### src/rtl/ttx_pkg.sv
`timescale 1ns / 1ps
// ttx_pkg: shared types, constants and national subset tables for the
// teletext character to utf-8 converter; no dependencies
package ttx_pkg;

  localparam int unsigned SubsetCount   = 13;
  localparam int unsigned NationalSlots = 13;
  localparam int unsigned UndocSlots    = 8;

  localparam int unsigned SubsetWidth = 4;
  localparam int unsigned CharWidth   = 7;
  localparam int unsigned CpWidth     = 9;

  typedef logic [SubsetWidth-1:0] subset_t;
  typedef logic [CharWidth-1:0]   char_t;
  typedef logic [CpWidth-1:0]     cp_t;

  // character positions with special meaning
  localparam char_t CharSpace      = 7'h20;
  localparam char_t CharQmark      = 7'h3f;
  localparam char_t CharDel        = 7'h7f;
  localparam char_t CharLineFeed   = 7'h0a;
  localparam char_t CharVertTab    = 7'h0b;
  localparam char_t CharCarReturn  = 7'h0d;
  // undocumented range 0x08-0x0f shares these upper bits
  localparam logic [3:0] UndocUpper = 4'h1;

  // utf-8 framing
  localparam cp_t        Utf8TwoByteMin = 9'h080;
  localparam logic [1:0] Utf8Len1       = 2'd1;
  localparam logic [1:0] Utf8Len2       = 2'd2;
  localparam logic [2:0] Utf8Lead2      = 3'b110;
  localparam logic [1:0] Utf8Cont       = 2'b10;

  // positions replaced by the national subset, in table slot order
  localparam char_t NationalPos [NationalSlots] = '{
    7'h23, 7'h24, 7'h40, 7'h5b, 7'h5c, 7'h5d, 7'h5e, 7'h5f,
    7'h60, 7'h7b, 7'h7c, 7'h7d, 7'h7e
  };

  localparam cp_t NationalTable [SubsetCount][NationalSlots] = '{
    '{9'h0a3, 9'h024, 9'h040, 9'h0ab, 9'h0bd, 9'h0bb, 9'h05e, 9'h023,
      9'h02d, 9'h0bc, 9'h0a6, 9'h0be, 9'h0f7},
    '{9'h023, 9'h024, 9'h0a7, 9'h0c4, 9'h0d6, 9'h0dc, 9'h05e, 9'h05f,
      9'h0b0, 9'h0e4, 9'h0f6, 9'h0fc, 9'h0df},
    '{9'h023, 9'h0a4, 9'h0c9, 9'h0c4, 9'h0d6, 9'h0c5, 9'h0dc, 9'h05f,
      9'h0e9, 9'h0e4, 9'h0f6, 9'h0e5, 9'h0fc},
    '{9'h0a3, 9'h024, 9'h0e9, 9'h0b0, 9'h0e7, 9'h0bb, 9'h05e, 9'h023,
      9'h0f9, 9'h0e0, 9'h0f2, 9'h0e8, 9'h0ec},
    '{9'h0e9, 9'h0ef, 9'h0e0, 9'h0eb, 9'h0ea, 9'h0f9, 9'h0ee, 9'h023,
      9'h0e8, 9'h0e2, 9'h0f4, 9'h0fb, 9'h0e7},
    '{9'h0e7, 9'h024, 9'h0a1, 9'h0e1, 9'h0e9, 9'h0ed, 9'h0f3, 9'h0fa,
      9'h0bf, 9'h0fc, 9'h0f1, 9'h0e8, 9'h0e0},
    '{9'h023, 9'h16f, 9'h10d, 9'h165, 9'h17e, 9'h0fd, 9'h0ed, 9'h159,
      9'h0e9, 9'h0e1, 9'h11b, 9'h0fa, 9'h161},
    '{9'h023, 9'h0a4, 9'h162, 9'h0c2, 9'h15e, 9'h102, 9'h0ce, 9'h131,
      9'h163, 9'h0e2, 9'h15f, 9'h103, 9'h0ee},
    '{9'h023, 9'h024, 9'h160, 9'h117, 9'h119, 9'h17d, 9'h10d, 9'h16b,
      9'h161, 9'h105, 9'h173, 9'h17e, 9'h12f},
    '{9'h023, 9'h144, 9'h105, 9'h05a, 9'h15a, 9'h141, 9'h107, 9'h0f3,
      9'h119, 9'h17c, 9'h15b, 9'h142, 9'h17a},
    '{9'h023, 9'h0cb, 9'h10c, 9'h106, 9'h17d, 9'h110, 9'h160, 9'h0eb,
      9'h10d, 9'h107, 9'h17e, 9'h111, 9'h161},
    '{9'h023, 9'h0f5, 9'h160, 9'h0c4, 9'h0d6, 9'h17e, 9'h0dc, 9'h0d5,
      9'h161, 9'h0e4, 9'h0f6, 9'h17e, 9'h0fc},
    '{9'h054, 9'h11f, 9'h130, 9'h15e, 9'h0d6, 9'h0c7, 9'h0dc, 9'h11e,
      9'h131, 9'h15f, 9'h0f6, 9'h0e7, 9'h0fc}
  };

  // undocumented positions 0x08-0x0f, indexed by the low three bits;
  // zero entries later turn into a question mark
  localparam cp_t UndocTable [SubsetCount][UndocSlots] = '{
    '{9'h000, 9'h000, 9'h000, 9'h000, 9'h000, 9'h000, 9'h000, 9'h000},
    '{9'h000, 9'h000, 9'h000, 9'h000, 9'h000, 9'h000, 9'h000, 9'h000},
    '{9'h000, 9'h000, 9'h000, 9'h000, 9'h000, 9'h000, 9'h000, 9'h000},
    '{9'h000, 9'h000, 9'h000, 9'h000, 9'h000, 9'h000, 9'h000, 9'h000},
    '{9'h000, 9'h0eb, 9'h000, 9'h0ef, 9'h000, 9'h000, 9'h000, 9'h000},
    '{9'h000, 9'h000, 9'h000, 9'h000, 9'h000, 9'h000, 9'h000, 9'h000},
    '{9'h000, 9'h000, 9'h000, 9'h000, 9'h000, 9'h000, 9'h000, 9'h000},
    '{9'h000, 9'h000, 9'h000, 9'h000, 9'h000, 9'h000, 9'h000, 9'h000},
    '{9'h000, 9'h000, 9'h000, 9'h000, 9'h000, 9'h000, 9'h000, 9'h000},
    '{9'h000, 9'h000, 9'h000, 9'h000, 9'h000, 9'h000, 9'h000, 9'h000},
    '{9'h000, 9'h000, 9'h000, 9'h000, 9'h000, 9'h000, 9'h000, 9'h000},
    '{9'h000, 9'h000, 9'h000, 9'h000, 9'h000, 9'h000, 9'h000, 9'h000},
    '{9'h000, 9'h000, 9'h000, 9'h000, 9'h000, 9'h000, 9'h000, 9'h000}
  };

  typedef struct packed {
    cp_t        code_point;
    logic [1:0] utf8_length;
    logic [7:0] first_byte;
    logic [7:0] second_byte;
  } result_t;

endpackage

### src/rtl/ttx_if.sv
`timescale 1ns / 1ps
// ttx_char_if and ttx_utf8_if: valid/ready channels for teletext bytes in
// and code point plus utf-8 bytes out; no dependencies
interface ttx_char_if;
  logic       valid;
  logic       ready;
  logic [7:0] char_byte;

  modport source (output valid, output char_byte, input ready);
  modport sink (input valid, input char_byte, output ready);
endinterface

interface ttx_utf8_if;
  logic       valid;
  logic       ready;
  logic [8:0] code_point;
  logic [1:0] utf8_length;
  logic [7:0] first_byte;
  logic [7:0] second_byte;

  modport source (
    output valid, output code_point, output utf8_length,
    output first_byte, output second_byte, input ready
  );
  modport sink (
    input valid, input code_point, input utf8_length,
    input first_byte, input second_byte, output ready
  );
endinterface

### src/rtl/teletext_char_to_utf8.sv
`timescale 1ns / 1ps
// teletext_char_to_utf8: top level, teletext byte in, code point and utf-8 out
// depends on ttx_pkg, ttx_if, ttx_lookup and ttx_utf8_enc
//
//   channel   | dir | handshake          | payload
//   ----------+-----+--------------------+----------------------------------------
//   char_i    | in  | valid/ready        | char_byte[7:0] (bit 7 ignored)
//   utf8_o    | out | valid/ready        | code_point, utf8_length, first/second byte
//   cfg       | in  | cfg_we_i, no ready | cfg_wdata_i[3:0] national subset select
//
// one beat per cycle sustained while utf8_o is not stalled; a taken beat goes to
// the input register, then through lookup + encode into the result register
// reset clears both valid flags and selects the first national subset
// a stalled output holds its beat; the input register still takes a beat while
// it is empty or the result register is empty or draining in the same cycle
module teletext_char_to_utf8 (
  input  logic                clk_i,
  input  logic                rst_ni,
  input  logic                cfg_we_i,
  input  logic [3:0]          cfg_wdata_i,
  ttx_char_if.sink            char_i,
  ttx_utf8_if.source          utf8_o
);

  // configuration register
  ttx_pkg::subset_t subset_q;

  // input stage
  logic           in_valid_q;
  ttx_pkg::char_t char_q;
  logic           in_ready;

  // result stage
  logic             out_valid_q;
  ttx_pkg::result_t res_q;
  ttx_pkg::result_t res_d;
  logic             out_ready;

  ttx_pkg::cp_t cp;

  // result register frees up when empty or taken this cycle
  assign out_ready = !out_valid_q || utf8_o.ready;
  // input register takes a new beat when empty or when its beat can advance
  assign in_ready  = !in_valid_q || out_ready;
  assign char_i.ready = in_ready;

  always_ff @(posedge clk_i or negedge rst_ni) begin
    if (!rst_ni) begin
      subset_q <= '0;
    end else if (cfg_we_i) begin
      subset_q <= cfg_wdata_i;
    end
  end

  always_ff @(posedge clk_i or negedge rst_ni) begin
    if (!rst_ni) begin
      in_valid_q  <= 1'b0;
      out_valid_q <= 1'b0;
    end else begin
      if (in_ready) begin
        in_valid_q <= char_i.valid;
      end
      if (out_ready) begin
        out_valid_q <= in_valid_q;
      end
    end
  end

  // payload registers, no reset needed
  always_ff @(posedge clk_i) begin
    if (char_i.valid && in_ready) begin
      char_q <= char_i.char_byte[6:0];
    end
    if (in_valid_q && out_ready) begin
      res_q <= res_d;
    end
  end

  // national substitution and printable filtering
  ttx_lookup u_lookup (
    .char_i       (char_q),
    .subset_i     (subset_q),
    .code_point_o (cp)
  );

  // utf-8 framing of the code point
  ttx_utf8_enc u_enc (
    .code_point_i (cp),
    .result_o     (res_d)
  );

  assign utf8_o.valid       = out_valid_q;
  assign utf8_o.code_point  = res_q.code_point;
  assign utf8_o.utf8_length = res_q.utf8_length;
  assign utf8_o.first_byte  = res_q.first_byte;
  assign utf8_o.second_byte = res_q.second_byte;

`ifndef SYNTH
  // a taken input beat always lands in the input register
  a_in_capture: assert property (@(posedge clk_i) disable iff (!rst_ni)
    (char_i.valid && char_i.ready) |=> in_valid_q)
    else $error("accepted beat not held in input register");

  // a beat in the input register moves to the result when it has room
  a_advance: assert property (@(posedge clk_i) disable iff (!rst_ni)
    (in_valid_q && out_ready) |=> out_valid_q)
    else $error("input register beat lost on advance");

  // the two utf-8 framings are consistent with the length
  a_framing: assert property (@(posedge clk_i) disable iff (!rst_ni)
    utf8_o.valid |->
      ((utf8_o.utf8_length == ttx_pkg::Utf8Len1) && (utf8_o.second_byte == '0)
        && !utf8_o.first_byte[7])
      || ((utf8_o.utf8_length == ttx_pkg::Utf8Len2)
        && (utf8_o.first_byte[7:5] == ttx_pkg::Utf8Lead2)
        && (utf8_o.second_byte[7:6] == ttx_pkg::Utf8Cont)))
    else $error("utf-8 bytes do not match length");

  // a zero code point never leaves the block
  a_nonzero: assert property (@(posedge clk_i) disable iff (!rst_ni)
    utf8_o.valid |-> (utf8_o.code_point != '0))
    else $error("zero code point delivered");
`endif

endmodule

### src/rtl/ttx_lookup.sv
`timescale 1ns / 1ps
// ttx_lookup: maps a 7-bit teletext character to a unicode code point
// using the selected national subset; depends on ttx_pkg
module ttx_lookup (
  input  ttx_pkg::char_t   char_i,
  input  ttx_pkg::subset_t subset_i,
  output ttx_pkg::cp_t     code_point_o
);

  ttx_pkg::subset_t sel;
  logic             nat_hit;
  logic [3:0]       nat_slot;
  logic             undoc_hit;
  ttx_pkg::cp_t     cp;

  always_comb begin
    // out-of-range selector falls back to the first table
    sel = (subset_i >= ttx_pkg::SubsetWidth'(ttx_pkg::SubsetCount)) ? '0 : subset_i;

    nat_hit  = 1'b0;
    nat_slot = '0;
    for (int i = 0; i < ttx_pkg::NationalSlots; i++) begin
      if (char_i == ttx_pkg::NationalPos[i]) begin
        nat_hit  = 1'b1;
        nat_slot = 4'(i);
      end
    end

    undoc_hit = (char_i[6:3] == ttx_pkg::UndocUpper)
             && (char_i != ttx_pkg::CharLineFeed)
             && (char_i != ttx_pkg::CharVertTab)
             && (char_i != ttx_pkg::CharCarReturn);

    if (nat_hit) begin
      cp = ttx_pkg::NationalTable[sel][nat_slot];
    end else if (undoc_hit) begin
      cp = ttx_pkg::UndocTable[sel][char_i[2:0]];
    end else if ((char_i > ttx_pkg::CharSpace) && (char_i < ttx_pkg::CharDel)) begin
      cp = {2'b00, char_i};
    end else begin
      cp = {2'b00, ttx_pkg::CharSpace};
    end

    // missing table entry shows as a question mark
    if (cp == '0) begin
      cp = {2'b00, ttx_pkg::CharQmark};
    end
  end

  assign code_point_o = cp;

endmodule

### src/rtl/ttx_utf8_enc.sv
`timescale 1ns / 1ps
// ttx_utf8_enc: one- or two-byte utf-8 encoding of a 9-bit code point;
// depends on ttx_pkg
module ttx_utf8_enc (
  input  ttx_pkg::cp_t    code_point_i,
  output ttx_pkg::result_t result_o
);

  always_comb begin
    result_o.code_point = code_point_i;
    if (code_point_i >= ttx_pkg::Utf8TwoByteMin) begin
      result_o.utf8_length = ttx_pkg::Utf8Len2;
      result_o.first_byte  = {ttx_pkg::Utf8Lead2, 2'b00, code_point_i[8:6]};
      result_o.second_byte = {ttx_pkg::Utf8Cont, code_point_i[5:0]};
    end else begin
      result_o.utf8_length = ttx_pkg::Utf8Len1;
      result_o.first_byte  = {1'b0, code_point_i[6:0]};
      result_o.second_byte = '0;
    end
  end

endmodule
### src/flat_wrapper.sv
// flat-port wrapper written by rule: the top's interface ports become plain ports
module teletext_char_to_utf8_flat 
  (clk_i, rst_ni, cfg_we_i, cfg_wdata_i, char_i_valid, char_i_char_byte, char_i_ready, utf8_o_valid, utf8_o_code_point, utf8_o_utf8_length, utf8_o_first_byte, utf8_o_second_byte, utf8_o_ready);
  ttx_char_if char_i_i ();
  ttx_utf8_if utf8_o_i ();
  input  logic clk_i;
  input  logic rst_ni;
  input  logic cfg_we_i;
  input  logic [3:0] cfg_wdata_i;
  input wire logic [$bits(char_i_i.valid)-1:0] char_i_valid;
  input wire logic [$bits(char_i_i.char_byte)-1:0] char_i_char_byte;
  output wire logic [$bits(char_i_i.ready)-1:0] char_i_ready;
  output wire logic [$bits(utf8_o_i.valid)-1:0] utf8_o_valid;
  output wire logic [$bits(utf8_o_i.code_point)-1:0] utf8_o_code_point;
  output wire logic [$bits(utf8_o_i.utf8_length)-1:0] utf8_o_utf8_length;
  output wire logic [$bits(utf8_o_i.first_byte)-1:0] utf8_o_first_byte;
  output wire logic [$bits(utf8_o_i.second_byte)-1:0] utf8_o_second_byte;
  input wire logic [$bits(utf8_o_i.ready)-1:0] utf8_o_ready;
  assign char_i_i.valid = char_i_valid;
  assign char_i_i.char_byte = char_i_char_byte;
  assign char_i_ready = char_i_i.ready;
  assign utf8_o_valid = utf8_o_i.valid;
  assign utf8_o_code_point = utf8_o_i.code_point;
  assign utf8_o_utf8_length = utf8_o_i.utf8_length;
  assign utf8_o_first_byte = utf8_o_i.first_byte;
  assign utf8_o_second_byte = utf8_o_i.second_byte;
  assign utf8_o_i.ready = utf8_o_ready;
  teletext_char_to_utf8 u_core (.clk_i(clk_i), .rst_ni(rst_ni), .cfg_we_i(cfg_we_i), .cfg_wdata_i(cfg_wdata_i), .char_i(char_i_i), .utf8_o(utf8_o_i));
endmodule
### config.mk
export PLATFORM = sky130hd
export DESIGN_NAME = teletext_char_to_utf8_flat
export DESIGN_NICKNAME = d
export VERILOG_FILES = /design/src/rtl/ttx_pkg.sv /design/src/rtl/ttx_if.sv /design/src/rtl/teletext_char_to_utf8.sv /design/src/rtl/ttx_lookup.sv /design/src/rtl/ttx_utf8_enc.sv /design/src/flat_wrapper.sv
export SDC_FILE = /design/constraint.sdc
export NUM_CORES = 1
export LEC_CHECK = 0
export BUFFER_PORTS_ARGS = -buffer_cell sky130_fd_sc_hd__clkbuf_2
export CAP_MARGIN = 30
export CORE_MARGIN = 2
export CORE_UTILIZATION = 30
export DETAILED_ROUTE_END_ITERATION = 6
export SYNTH_ARGS = -nofsm -noshare
export SYNTH_HDL_FRONTEND = slang
export SYNTH_SLANG_ARGS = --single-unit
### constraint.sdc
create_clock -name clk_i -period 4.52 [get_ports clk_i]
set_input_delay 0.904 -clock clk_i [delete_from_list [all_inputs] [get_ports clk_i]]
set_output_delay 0.904 -clock clk_i [all_outputs]
set_load 0.1 [all_outputs]
==> impl_metrics.tcl, run 1 <==
set metrics [dict create \
    ir_drop_mv 0.188 \
    hold_slack_ns 0.423 \
    diodes 0 \
    fin_crit_sh_pct 87.2 \
    layout_common_cells "56 x nand2_1, 50 x a21oi_1, 50 x o21ai_0" \
    maxCapViolCount 0 \
    required_ns 4.55 \
    worst_r2r_path_depth 13 \
    synthCells 593 \
    clock_path_buffers 2 \
    final.fill_count 1515 \
    cts_sinks 37 \
    hpwl_mm 13.5 \
    crit_type "flip-flop to flip-flop" \
    drtPass1Iterations 6 \
    ctsHtreeMaxLevel 2 \
    antenna_left 0 \
    worstSetupStartpointType "flip-flop" \
    grt_max_degree 67 \
    yosys_warnings 0 \
    yosysSeqAreaShare_pct 24.0 \
    finalHoldViolCount 0 \
    cts_resized 0 \
    wl_per_cell_um 23.7 \
    p_per_area_nw_per_um2 327 \
    clock_tree.root_cell "clkbuf_16" \
    hold_buffers 0 \
    synth_fp_nets 616 \
    status "finished, final reports clean" \
    fmax_ghz 0.254 \
    cts_buffers 5 \
    reg2reg_from "u_core.subset_q[2]$_DFFE_PN0P_" \
    final_util_pct 35.1 \
    die_h_um 127 \
    start_util_pct 30.9 \
    worstHoldPathType "primary input to asynchronous set/reset pin" \
    vias 5199 \
    setup.worst_path.end_class "flip-flop" \
    drtIter0Drc 910 \
    postRouteWirelength_mm 19.0 \
    grt_first_pass_wirelength_mm 28.8 \
    crit_arrival_ns 3.97 \
    reg2reg_slack_ns 0.58 \
    num-nets-final 639 \
    core-area_um2 14600 \
    path_clk_slew_ns 0.06 \
    routabilityCongestion 1.02 \
    ys_ff_latch 37 \
    fin_tns_setup_ns 0 \
    setup_violations 0 \
    num_rows 44 \
    worst_pin_slew_ns 0.800 \
    synth.avg_cell_area_um2 7.61 \
    leakagePower_nw 1.90 \
    seqCellArea_um2 1080 \
    cts_tree "built" \
    viasPerCell 6.49 \
    final_common_cell "nand2_1" \
    min_period_ns 3.94 \
    die_width_um 127 \
    async_flop_share_pct 16.2 \
    syn2layout_area_growth_pct 13.5 \
    synth_flop_cell "edfxtp_1" \
    die_area_um2 16000 \
    synth_area_um2 4510 \
    port_buffers 43 \
    reg2reg_to "u_core.utf8_o.first_byte[0]$_DFFE_PP_" \
    postCtsSetupRepairBufs 0 \
    fin_skew_ns 0.00529 \
    synth_cell_types 96 \
    grt_pass1_vias 4920 \
    grtUsageTotal_pct 23.0 \
    rsz0062_at_grt "false" \
    insertion_delay_ns 0.29 \
    grt_overflow_total 0 \
    drive_gt1_share_pct 19.4 \
    relSlewSlack_pct 46.5 \
    antenna_found_initial 0 \
    synth-edff-count 31 \
    io_pins 46 \
    cp_max_fo 8 \
    drv_slew 0 \
    multi_input_area_um2 3070 \
    drc 0 \
]
-- Yosys cell counts, drive strengths merged, types with 13 or more instances --
library cell	count	area share, %
nor3	15	2.0
edfxtp	31	21
a31oi	13	1.8
clkbuf	36	3.0
a21oi	51	5.7
nand2	59	5.3
o21ai	53	6.0
nand3	26	2.9
o211ai	13	2.2
nor2b	14	1.9
nor2	48	4.0
nand2b	14	1.9
buf	26	3.9
-- worst max-delay path by stage --
stage | from | end | slack (ns) | depth (start not counted)
2_1_floorplan | u_core.subset_q[2]$_DFFE_PN0P_ | u_core.utf8_o.first_byte[0]$_DFFE_PP_ | 0.72 | 17
3_3_place_gp | u_core.char_q[3]$_DFFE_PP_ | u_core.utf8_o.first_byte[0]$_DFFE_PP_ | 0.76 | 10
3_5_place_dp | u_core.char_q[0]$_DFFE_PP_ | u_core.utf8_o.first_byte[0]$_DFFE_PP_ | 0.76 | 10
4_1_cts | u_core.char_q[0]$_DFFE_PP_ | u_core.utf8_o.first_byte[0]$_DFFE_PP_ | 0.75 | 10
5_1_grt | u_core.char_q[0]$_DFFE_PP_ | u_core.utf8_o.first_byte[0]$_DFFE_PP_ | 0.48 | 10
6_report | u_core.subset_q[2]$_DFFE_PN0P_ | u_core.utf8_o.first_byte[0]$_DFFE_PP_ | 0.58 | 13
-- state kept, by name (all words and copies together), names as in the netlist --
| signal | flops |
|---|---|
| u_core.utf8_o.utf8_length | 1 |
| u_core.utf8_o.valid | 1 |
| u_core.utf8_o.code_point | 9 |
| u_core.subset_q | 4 |
| u_core.char_q | 7 |
| u_core.utf8_o.second_byte | 7 |
| u_core.utf8_o.first_byte | 7 |
| u_core.in_valid_q | 1 |
-- cells by family (layout without fill, tap and decap cells) --
group / after synthesis / in the layout / synth area share (%)
buffers and inverters: 75 / 99 / 8.01
other: 1 / 1 / 0.0831
xor gates and xnor gates: 1 / 1 / 0.194
muxes: 14 / 14 / 3.52
and+or+nand+nor: 234 / 234 / 27.3
DFF: 37 / 37 / 24.0
AOI/OAI and AO/OA: 225 / 225 / 35.2
adders and majority gates: 6 / 6 / 1.66
-- critical path, cell delays in order (launching register included) --
cell      delay, ns
dfrtp_2        0.39
nand2_1        0.26
nand2_1        0.18
inv_1          0.14
ha_1           0.45
buf_4          0.22
nor2_1         0.09
o41ai_1        0.69
a221oi_1       0.21
a211o_1        0.39
and2_1         0.20
and3_1         0.21
nand2_2        0.14
a31oi_1        0.09
-- per-stage QoR --
step / setup WS (ns) / total power, mW / std cells / area [µm²]
6_report: 0.580 / 1.68 / 801 / 5120
5_1_grt: 0.475 / 1.74 / 801 / 5120
4_1_cts: 0.750 / 1.66 / 801 / 5120
3_5_place_dp: 0.757 / 1.19 / 793 / 4930
3_3_place_gp: 0.765 / 1.19 / 792 / 4900
2_1_floorplan: 0.724 / 0.988 / 593 / 4510
-- per-layer routing --
layer	share of wire [%]	wire, µm	vias to the layer above	global-route usage (%)
li1	-	-	2300	-
met1	40	7560	2450	30.9
met2	44	8350	375	34.9
met3	10	1970	74	5.02
met4	5.7	1090	0	11.6
met5	0	0	-	0
-- layout make-up --
class | count | area share (%)
clock inverter | 3 | 1.34
multi-input combinational | 481 | 59.9
tap | 184 | 4.49
timing repair buffer | 78 | 9.72
clock buffer | 5 | 2.44
sequential | 37 | 21.1
inverter | 13 | 0.953
-- where the power goes --
part           internal [mW]  switching, mW  leakage (nW)
combinational          0.214          0.567          1.44
sequential             0.409         0.0191         0.369
clock                  0.318          0.151        0.0944
(Power assumes the default switching activity.)
==> inputs of run 2 (changes only) <==
--- a/config.mk
+++ b/config.mk
@@ -9,6 +9,7 @@
 export CAP_MARGIN = 30
 export CORE_MARGIN = 2
 export CORE_UTILIZATION = 30
+export CTS_CLUSTER_DIAMETER = 80
 export DETAILED_ROUTE_END_ITERATION = 6
 export SYNTH_ARGS = -nofsm -noshare
 export SYNTH_HDL_FRONTEND = slang
==> constraint.sdc (replaced) <==
create_clock -name clk_i -period 4.52 [get_ports clk_i]
set_input_delay 0.678 -clock clk_i [delete_from_list [all_inputs] [get_ports clk_i]]
set_output_delay 0.678 -clock clk_i [all_outputs]
set_load 0.1 [all_outputs]
==> run 2 against run 1 <==
- clock-buffer cell count is the same
- maximum frequency shrank 2.3%
- global-route usage grew 0.89 points
- via count grew 1.4%
- sequential cell count is the same
- highest routed layer unchanged
- total power grew 0.28%
- register-to-register slack lost 0.09 ns
- non-clock buffer count is the same
- critical path depth shrank 1
- wire length grew 3.6%
- first-iteration DRC count shrank 9.0%
==> impl_metrics.tcl, run 2 (synthesized netlist as in run 1, its figures left out) <==
set metrics [dict create \
    vias 5273 \
    core-area_um2 14600 \
    grt_first_pass_wirelength_mm 29.6 \
    reg2reg_from "u_core.subset_q[2]$_DFFE_PN0P_" \
    setup_violations 0 \
    final_common_cell "nand2_1" \
    fin_tns_setup_ns 0 \
    rsz0062_at_grt "false" \
    grt_overflow_total 0 \
    finalHoldViolCount 0 \
    final_area_um2 5120 \
    finalNonFillerCells 801 \
    fin_skew_ns 0.00925 \
    worstHoldPathType "primary input to asynchronous set/reset pin" \
    cts_buffers 5 \
    die_area_um2 16000 \
    place_area_um2 4930 \
    dp_cells 793 \
    required_ns 4.66 \
    reg2reg_slack_ns 0.49 \
    p_per_area_nw_per_um2 328 \
    cp_max_fo 14 \
    start_util_pct 30.9 \
    postCtsSetupRepairBufs 0 \
    insertion_delay_ns 0.30 \
    antenna_found_initial 0 \
    hpwl_mm 14.0 \
    drv_slew 0 \
    maxCapViolCount 0 \
    routabilityCongestion 1.05 \
    antenna_left 0 \
    ctsHtreeMaxLevel 2 \
    critPathLaunch "u_core.subset_q[2]$_DFFE_PN0P_" \
    crit_end "u_core.utf8_o.first_byte[0]$_DFFE_PP_" \
    die_width_um 127 \
    cts_sinks 37 \
    die_h_um 127 \
    hold_buffers 0 \
    postRouteWirelength_mm 19.7 \
    cts_tree "built" \
    path_clk_slew_ns 0.06 \
    crit_type "flip-flop to flip-flop" \
    io_pins 46 \
    ir_drop_mv 0.151 \
    fmax_ghz 0.248 \
    num-nets-final 639 \
    leakagePower_nw 1.90 \
    grt_max_degree 77 \
    worstSetupStartpointType "flip-flop" \
    clock_tree.root_cell "clkbuf_16" \
    drtIter0Drc 828 \
    viasPerCell 6.58 \
    drtPass1Iterations 6 \
    relSlewSlack_pct 43.0 \
    fin_crit_sh_pct 89.2 \
    final.fill_count 1515 \
    cts_resized 0 \
    grtUsageTotal_pct 23.9 \
    detailedPlace.worstSlack_ns 0.664 \
    largest_reg_flops 9 \
    port_buffers 43 \
    worst_r2r_path_depth 12 \
    reg2reg_to "u_core.utf8_o.first_byte[0]$_DFFE_PP_" \
    num_rows 44 \
    status "finished, final reports clean" \
    worst_pin_slew_ns 0.852 \
    drc 0 \
    wl_per_cell_um 24.5 \
    syn2layout_area_growth_pct 13.5 \
    grt_pass1_vias 4853 \
    setup_slack_ns 0.487 \
    drive_gt1_share_pct 19.4 \
    crit_arrival_ns 4.17 \
    setup.worst_path.end_class "flip-flop" \
    min_period_ns 4.03 \
    clock_path_buffers 2 \
    diodes 0 \
    hold_slack_ns 0.197 \
    layout_common_cells "56 x nand2_1, 50 x a21oi_1, 50 x o21ai_0" \
]
run 2: cell counts in the layout (fill, tap and decap cells not counted):
Identical to the previous run, type by type.
run 2: worst min path at each step:
stage | startpoint | end | slack, ns | cells past startpoint
after detailed placement | u_core.in_valid_q$_DFFE_PN0N_ | u_core.utf8_o.valid$_DFFE_PN0P_ | 0.49 | 1
final | rst_ni | u_core.in_valid_q$_DFFE_PN0N_ | 0.20 | 1
after global routing | rst_ni | u_core.utf8_o.valid$_DFFE_PN0P_ | 0.21 | 1
after global placement | u_core.in_valid_q$_DFFE_PN0N_ | u_core.utf8_o.valid$_DFFE_PN0P_ | 0.46 | 1
after floorplan | rst_ni | u_core.in_valid_q$_DFFE_PN0N_ | 0.38 | 0
after CTS | rst_ni | u_core.in_valid_q$_DFFE_PN0N_ | 0.20 | 1
run 2: per-layer routing:
metal / share of wire [%] / vias up / track usage, % / wire length [µm]
li1: - / 2305 / - / -
met1: 41 / 2520 / 33.2 / 8100
met2: 43 / 362 / 36.2 / 8520
met3: 9.6 / 86 / 4.13 / 1890
met4: 5.8 / 0 / 11.0 / 1140
met5: 0 / - / 0 / 0
run 2: critical path: stages, from the launching register on:
cell and delay, ns:
dfrtp_2 0.48, nand2_1 0.26, nand2_1 0.18, ha_1 0.64, nor2b_1 0.22, o32ai_1 0.62
a221oi_1 0.20, a211oi_1 0.36, a311o_1 0.24, nand4_2 0.14, nor3_4 0.19, nand2_2 0.14
a31oi_1 0.20
run 2: cell type report:
cell class	instances	area [µm²]	share of cell area, %
clock buffer	5	125	2.44
timing repair buffer	78	498	9.72
multi-input combinational	481	3070	59.9
tap	184	230	4.49
sequential	37	1080	21.1
clock inverter	3	68.8	1.34
inverter	13	48.8	0.953
run 2: where the power goes:
part / switching [mW] / internal [mW] / total (mW)
Clock: 0.151 / 0.318 / 0.470
Sequential: 0.0203 / 0.409 / 0.429
Combinational: 0.570 / 0.214 / 0.783
Total: 0.741 / 0.941 / 1.68
run 2: metrics by stage:
step,total power [mW],util (%)
after global routing,1.75,35.1
after floorplan,0.988,-
after global placement,1.19,33.6
after CTS,1.66,35.1
after detailed placement,1.19,33.8
final,1.68,35.1
